[config.mk]
export PLATFORM = sky130hd
export DESIGN_NAME = cmrr_ctrl
export DESIGN_NICKNAME = d
export VERILOG_FILES = /design/src/hw/rtl/cmrr_pkg.sv /design/src/hw/rtl/cmrr_ctrl.sv
export SDC_FILE = /design/constraint.sdc
export NUM_CORES = 1
export LEC_CHECK = 0
export BUFFER_PORTS_ARGS = -buffer_cell sky130_fd_sc_hd__buf_2
export CORE_MARGIN = 8
export CORE_UTILIZATION = 30
export DETAILED_ROUTE_END_ITERATION = 16
export GPL_ROUTABILITY_DRIVEN = 1
export SLEW_MARGIN = 20
export SYNTH_ARGS = -nofsm -noshare
export SYNTH_HDL_FRONTEND = slang
export SYNTH_SLANG_ARGS = --single-unit
[constraint.sdc]
create_clock -name clock -period 1.95 [get_ports clock]
set_input_delay 0.195 -clock clock [delete_from_list [all_inputs] [get_ports clock]]
set_output_delay 0.195 -clock clock [all_outputs]
set_load 0.005 [all_outputs]
[src/hw/rtl/cmrr_pkg.sv]
// ----------------------------------------------------------------------------
// cmrr_pkg
// Shared types and constants for the CAN message reassembly ring.
// ----------------------------------------------------------------------------
`default_nettype none

package cmrr_pkg;

   localparam logic ACTION_RX   = 1'b0;
   localparam logic ACTION_READ = 1'b1;

   localparam logic [3:0] CHUNK_BYTES    = 4'd8;
   localparam logic [4:0] LAST_CHUNK_IDX = 5'd31;

   typedef struct packed {
      logic        action;
      logic [28:0] frame_id;
      logic [3:0]  frame_len;
      logic [63:0] frame_data;
   } req_item_type;

   typedef struct packed {
      logic        msg_valid;
      logic [3:0]  board_id;
      logic [8:0]  msg_length;
      logic [63:0] chunk_data;
      logic [3:0]  chunk_bytes;
      logic        last_chunk;
   } rsp_item_type;

   typedef struct packed {
      logic load;
      logic app_step;
      logic copy_rd;
      logic copy_wr;
      logic commit;
      logic chunk_rd;
      logic chunk_wr;
      logic emit;
      logic emit_empty;
      logic release_slot;
   } cmd_type;

   typedef struct packed {
      logic req_read;
      logic req_lt;
      logic req_eq;
      logic app_done;
      logic copy_done;
      logic rd_full;
      logic byte_more;
      logic chunk_last;
      logic rsp_busy;
   } status_type;

   typedef enum logic [3:0] {
      ST_IDLE,
      ST_APPEND,
      ST_APPEND_COMMIT,
      ST_COPY_RD,
      ST_COPY_WR,
      ST_COMMIT,
      ST_CHUNK_RD,
      ST_CHUNK_WR,
      ST_CHUNK_OUT,
      ST_EMPTY
   } state_type;

endpackage

`default_nettype wire

[src/hw/rtl/cmrr_ctrl.sv]
// ----------------------------------------------------------------------------
// cmrr_ctrl
// Sequencer for frame append, message commit copy and chunked slot reads.
// ----------------------------------------------------------------------------
`default_nettype none

module cmrr_ctrl (
   input  wire                  clock,
   input  wire                  reset,
   input  wire                  req_valid,
   output logic                 req_stall,
   input  cmrr_pkg::status_type status,
   output cmrr_pkg::cmd_type    cmd
);

   cmrr_pkg::state_type state_ff;
   cmrr_pkg::state_type state_in;

   always_ff @(posedge clock) begin
      if (reset) begin
         state_ff <= cmrr_pkg::ST_IDLE;
      end else begin
         state_ff <= state_in;
      end
   end

   always_comb begin
      state_in = state_ff;
      unique case (state_ff)
         cmrr_pkg::ST_IDLE: begin
            if (req_valid) begin
               if (status.req_read) begin
                  state_in = status.rd_full ? cmrr_pkg::ST_CHUNK_RD : cmrr_pkg::ST_EMPTY;
               end else if (status.req_lt) begin
                  state_in = cmrr_pkg::ST_APPEND;
               end else if (status.req_eq) begin
                  state_in = cmrr_pkg::ST_APPEND_COMMIT;
               end
            end
         end
         cmrr_pkg::ST_APPEND: begin
            if (status.app_done) state_in = cmrr_pkg::ST_IDLE;
         end
         cmrr_pkg::ST_APPEND_COMMIT: begin
            if (status.app_done) state_in = cmrr_pkg::ST_COPY_RD;
         end
         cmrr_pkg::ST_COPY_RD: begin
            state_in = status.copy_done ? cmrr_pkg::ST_COMMIT : cmrr_pkg::ST_COPY_WR;
         end
         cmrr_pkg::ST_COPY_WR: state_in = cmrr_pkg::ST_COPY_RD;
         cmrr_pkg::ST_COMMIT:  state_in = cmrr_pkg::ST_IDLE;
         cmrr_pkg::ST_CHUNK_RD: begin
            state_in = status.byte_more ? cmrr_pkg::ST_CHUNK_WR : cmrr_pkg::ST_CHUNK_OUT;
         end
         cmrr_pkg::ST_CHUNK_WR: state_in = cmrr_pkg::ST_CHUNK_RD;
         cmrr_pkg::ST_CHUNK_OUT: begin
            if (!status.rsp_busy) begin
               state_in = status.chunk_last ? cmrr_pkg::ST_IDLE : cmrr_pkg::ST_CHUNK_RD;
            end
         end
         cmrr_pkg::ST_EMPTY: begin
            if (!status.rsp_busy) state_in = cmrr_pkg::ST_IDLE;
         end
         default: state_in = cmrr_pkg::ST_IDLE;
      endcase
   end

   always_comb begin
      cmd       = '0;
      req_stall = 1'b1;
      unique case (state_ff)
         cmrr_pkg::ST_IDLE: begin
            req_stall = 1'b0;
            cmd.load  = req_valid;
         end
         cmrr_pkg::ST_APPEND,
         cmrr_pkg::ST_APPEND_COMMIT: cmd.app_step = !status.app_done;
         cmrr_pkg::ST_COPY_RD:       cmd.copy_rd  = !status.copy_done;
         cmrr_pkg::ST_COPY_WR:       cmd.copy_wr  = 1'b1;
         cmrr_pkg::ST_COMMIT:        cmd.commit   = 1'b1;
         cmrr_pkg::ST_CHUNK_RD:      cmd.chunk_rd = status.byte_more;
         cmrr_pkg::ST_CHUNK_WR:      cmd.chunk_wr = 1'b1;
         cmrr_pkg::ST_CHUNK_OUT: begin
            cmd.emit         = !status.rsp_busy;
            cmd.release_slot = !status.rsp_busy && status.chunk_last;
         end
         cmrr_pkg::ST_EMPTY:         cmd.emit_empty = !status.rsp_busy;
         default: ;
      endcase
   end

endmodule

`default_nettype wire

---- After elaboration in Yosys (flattened, before gate mapping) ----
Index checks and enable logic that the tools add are counted.
word-level totals
  register bits ........................... 4
  output and inout port bits .............. 11
cells by class
  equality and inequality tests ........... 15
  multiplexer cells ....................... 24
  reductions and logical operators ........ 7
operators by type and width
  cell                  number
  $mux W4               10
  $pmux W4 S9           1
  $eq A4 B3 Y1 const B  4
  $mux W1               12
  $ne A2 B2 Y1 const B  5
  $eq A4 B2 Y1 const B  2
  $eq A4 B4 Y1 const B  2
  $reduce_and A6 Y1     1
  $eq A4 B1 Y1 const B  1
  $logic_not A4 Y1      1
  $ne A4 B4 Y1 const B  1
  $logic_not A1 Y1      3
  $mux W3               1
  $reduce_or A2 Y1      1
  $logic_and A1 B1 Y1   1

---- Logic depth before layout (Yosys ltp) ----
  word-level depth ........................ 5
  gate-level depth with buffers ........... 5
  mapped depth without buffers ............ 4

---- Least setup slack after synthesis ----
OpenSTA, ideal clock, no wires.
  path kind ............................... flip-flop to output port
  start ................................... register state_ff[0]
  end ..................................... output cmd[0] (netlist bit)
  arrival time ............................ 1064 ps
  path slack .............................. 691 ps
  cell stages (with the launch flop) ...... 5
  buffers on the path ..................... 2
  cell sequence ........................... dfxtp_1 > buf_4 > buf_2 > nor4_2 > and2_1
RTL lines
  item                      RTL line         text
  start: declaration        cmrr_ctrl.sv:16  cmrr_pkg::state_type state_ff;
  start signal: assignment  cmrr_ctrl.sv:21  state_ff <= cmrr_pkg::ST_IDLE;
  start signal: assignment  cmrr_ctrl.sv:23  state_ff <= state_in;
  end: declaration          cmrr_ctrl.sv:13  output cmrr_pkg::cmd_type cmd

==> results.md <==
- Crit-path slowest cell: dfxtp_1
- Endpoints failing hold: 0
- Non-filler cells in the finished layout: 102
- Mean Syn Cell Area: 7.60 um2
- Synthesized netlist cell count: 65
- Std cell rows: 14
- FF+latch area: roughly 80 um2
- Post-Synth XOR/XNOR Area: 0.0177
- Root buf cell: clkbuf_4
- Worst-path cell chain: or2b_4 -> nor4b_1 -> buf_2
- Flip-flop count of the largest register after layout: 4
- Ranking of synthesized cells by instance count: 7 x inv_1, 4 x dfxtp_1, 4 x nand2_1, 4 x nor3_1, 4 x nor4_1
- Number of port buffers: 22
- Post-CTS Resized: 0
- Top cells by area, synth: dfxtp_1 16%, inv_1 5.3%, nor4_1 5.1%
- Final-layout setup total negative slack: 0 ns
- Level count of the clock H-tree: 1
- Min-Delay Path Depth: 2
- Post-layout minimum cycle time: 1.81 ns
- Height of the die: 56.6 um
- Actual transition at the worst max-transition pin: about 0.53 ns
- Clk pin slew, worst setup/hold paths: 0.04 ns
- Fmax: 0.554 GHz
- Post-DP HPWL: 1160 um
- Global-route wire length before repair: 2500 um
- Worst-skew pair later-pin latency: 0.24 ns
- EDFF count, synth: 0
- Total setup violations reported at the end of the flow: 0
- Post-layout power: 791 uW
- Crit end category: output port
- Max transition margin: 0.649
- Crit path required time: 1.75 ns
- FFs w/ async S/R, synth: 0
- Outcome: finished, final reports clean
- Diode count: 0
- Number of synthesized register bits: 4
- Proportion of synthesized chip area in sequential cells: 0.162
- Area of the mapped netlist: around 490 um2
- Vias per cell: 5.46
- # placed instances: 99
- I/O Pins: 23
- Syn Nets: 77
- Synth Area in Simple Gates: 0.441
- Maximum number of pins on one net before global-route repair: 16
- Share of synthesized cell area in full adder, half adder and majority cells: 0
- Worst Clk Skew: 0.00505 ns
- Arrival time of data at the critical path endpoint: between 1.5 and 2 ns
- Synth Area in Compound Gates: 0.241
- Launching point of the worst reg2reg path: state_ff[2]
- Final Routed Wirelength: ~1500 um
- Placeable Area: between 1500 and 2000 um2
- Final weighted congestion in routability-driven placement: 0.709
- Quantity of hold-fixing buffers added after cts: 0
- Number of global-route vias before repair: ~570
- Largest register by flop count: state_ff
- Filler cell count in the final layout: 171
- Worst-case clock buffer depth: 2
- R2R cell count: 4
- Most repeated cell in the gate-level netlist after synthesis: inv_1
- Largest registers ranked by flip-flop count: state_ff: 4 flops
- Pwr per Cell Area: 1290 nW/um2
- Area enclosed by the die boundary: 3200 um2
- Post-route clock period utilization: 0.926
- Initial core utilization: 0.324
- Leftover overflow at the end of global routing: 0
- Final Max Slew Viols: 0
- Number of buffers created by CTS: 3
- Area overhead of the layout relative to synthesis: 23.8%
- Dominant combinational cell family by area after synthesis: simple AND/OR/NAND/NOR gates
- Number of distinct library cells after synthesis: 33
- Syn. warnings: 0
- Drt first-iter violations: 8
- Largest voltage drop on the vdd net: 0.513 mV
- # DRC: 0
- Horizontal extent of the die: 56.6 um
- Setup Fix Bufs, Post-CTS: 0
- TritonCTS sink count: 4
- Fraction of post-synthesis cell area in the top cell type by area: 0.162
- Largest area contributor in the netlist: dfxtp_1
- Critical path class: reg2out
- Setup repair after global routing missed its margin: false
- Avg WL per Cell: 14.3 um
- Most used DFF post-synth: dfxtp_1
- Sort of element at the start of the critical path: flip-flop
- Layout cells sized above 1: 0.372
- Max-cap check violation count: 0
- CP max FO: 12
- CTS tree: yes
- Final net count: 100
- Critical path launch point: state_ff[1]
- Via count: 557
- Initial DRT Pass Iterations: 2
- Class of the tightest hold or removal check: in2reg
- GR Util All Layers: 0.0934
- Number of antenna violations at the first check in global routing: 0
- Area occupied by multi-input gates: 345 um2
- Post-synthesis mux area share: 0
- Leakage: 0.000265 uW
- Worst path max stage delay: ~0.6 ns
- Residual antenna-violating net count after detailed routing: 0
- Hold wc startpoint: reset
- Utilization of the core after routing: 0.401
## layer usage
layer / GRT usage / vias up / part of all wire
met3: 0.0517 / 0 / 0.084
met2: 0.149 / 20 / 0.45
li1: - / 285 / -
met5: 0 / - / 0
met1: 0.105 / 252 / 0.46
met4: 0.0206 / 0 / 0
## final cells by class
cell class                 instances  area share
clock buffer                       3      0.0368
multi-input combinational         49       0.564
inverter                           7      0.0429
sequential                         4       0.131
tap                               16      0.0327
timing repair buffer              23       0.192
## through the flow
step | hold WS (ns) | worst slack [ns] | area (um2)
2_1_floorplan | 0.311 | 0.691 | 494
3_3_place_gp | 0.445 | 0.444 | 589
3_5_place_dp | 0.465 | 0.376 | 589
4_1_cts | 0.202 | 0.120 | 612
5_1_grt | 0.224 | 0.0348 | 612
6_report | 0.205 | 0.144 | 612
## path summary, 6_finish.rpt
path / endpoint / slack (ns)
max: cmd[4] / 0.14
min: state_ff[0] / 0.20
max reg2reg: state_ff[0] / 0.40
min reg2reg: state_ff[0] / 0.63
## critical path: cells and delay by family (launching register included)
family	cells	cell delay [ns]
and+or+nand+nor	2	0.61
DFF	1	0.60
buffers and inverters	1	0.16
## cell families (layout without fill, tap and decap cells)
group,after synthesis,in the layout
AOI/OAI and AO/OA,17,17
xor gates and xnor gates,1,1
buffers and inverters,12,33
DFF,4,4
and+or+nand+nor,31,31
## layout by cell type (no fill, tap or decap)
| cell | instances |
|---|---|
| nor4_4 | 1 |
| a211o_1 | 1 |
| clkbuf_4 | 3 |
| buf_2 | 22 |
| o31ai_1 | 1 |
| nand2b_2 | 1 |
| buf_4 | 1 |
| o22ai_1 | 1 |
| nor2b_1 | 2 |
| dfxtp_1 | 4 |
| a31oi_1 | 3 |
| nor4bb_1 | 1 |
| a211oi_1 | 2 |
| o211ai_1 | 1 |
| nor2_1 | 3 |
| o32ai_1 | 1 |
| or4b_1 | 1 |
| or2b_4 | 1 |
| o21ai_0 | 1 |
| nand2b_1 | 3 |
| xor2_1 | 1 |
| nor3_1 | 4 |
| nand2_1 | 4 |
| and2_1 | 2 |
| o21ai_1 | 2 |
| nand3b_1 | 1 |
| nand4_2 | 1 |
| nor4_1 | 4 |
| inv_1 | 7 |
| nor4_2 | 1 |
| a41oi_2 | 1 |
| nor4b_1 | 1 |
| a21oi_1 | 3 |
## power breakdown
part	switching, uW	total (uW)	internal, uW	leakage, uW
registers	101	214	113	0.0000327
logic	237	468	231	0.000219
clock network	40.1	109	69.3	0.0000138
No activity file was read; power rests on OpenSTA's default activity.
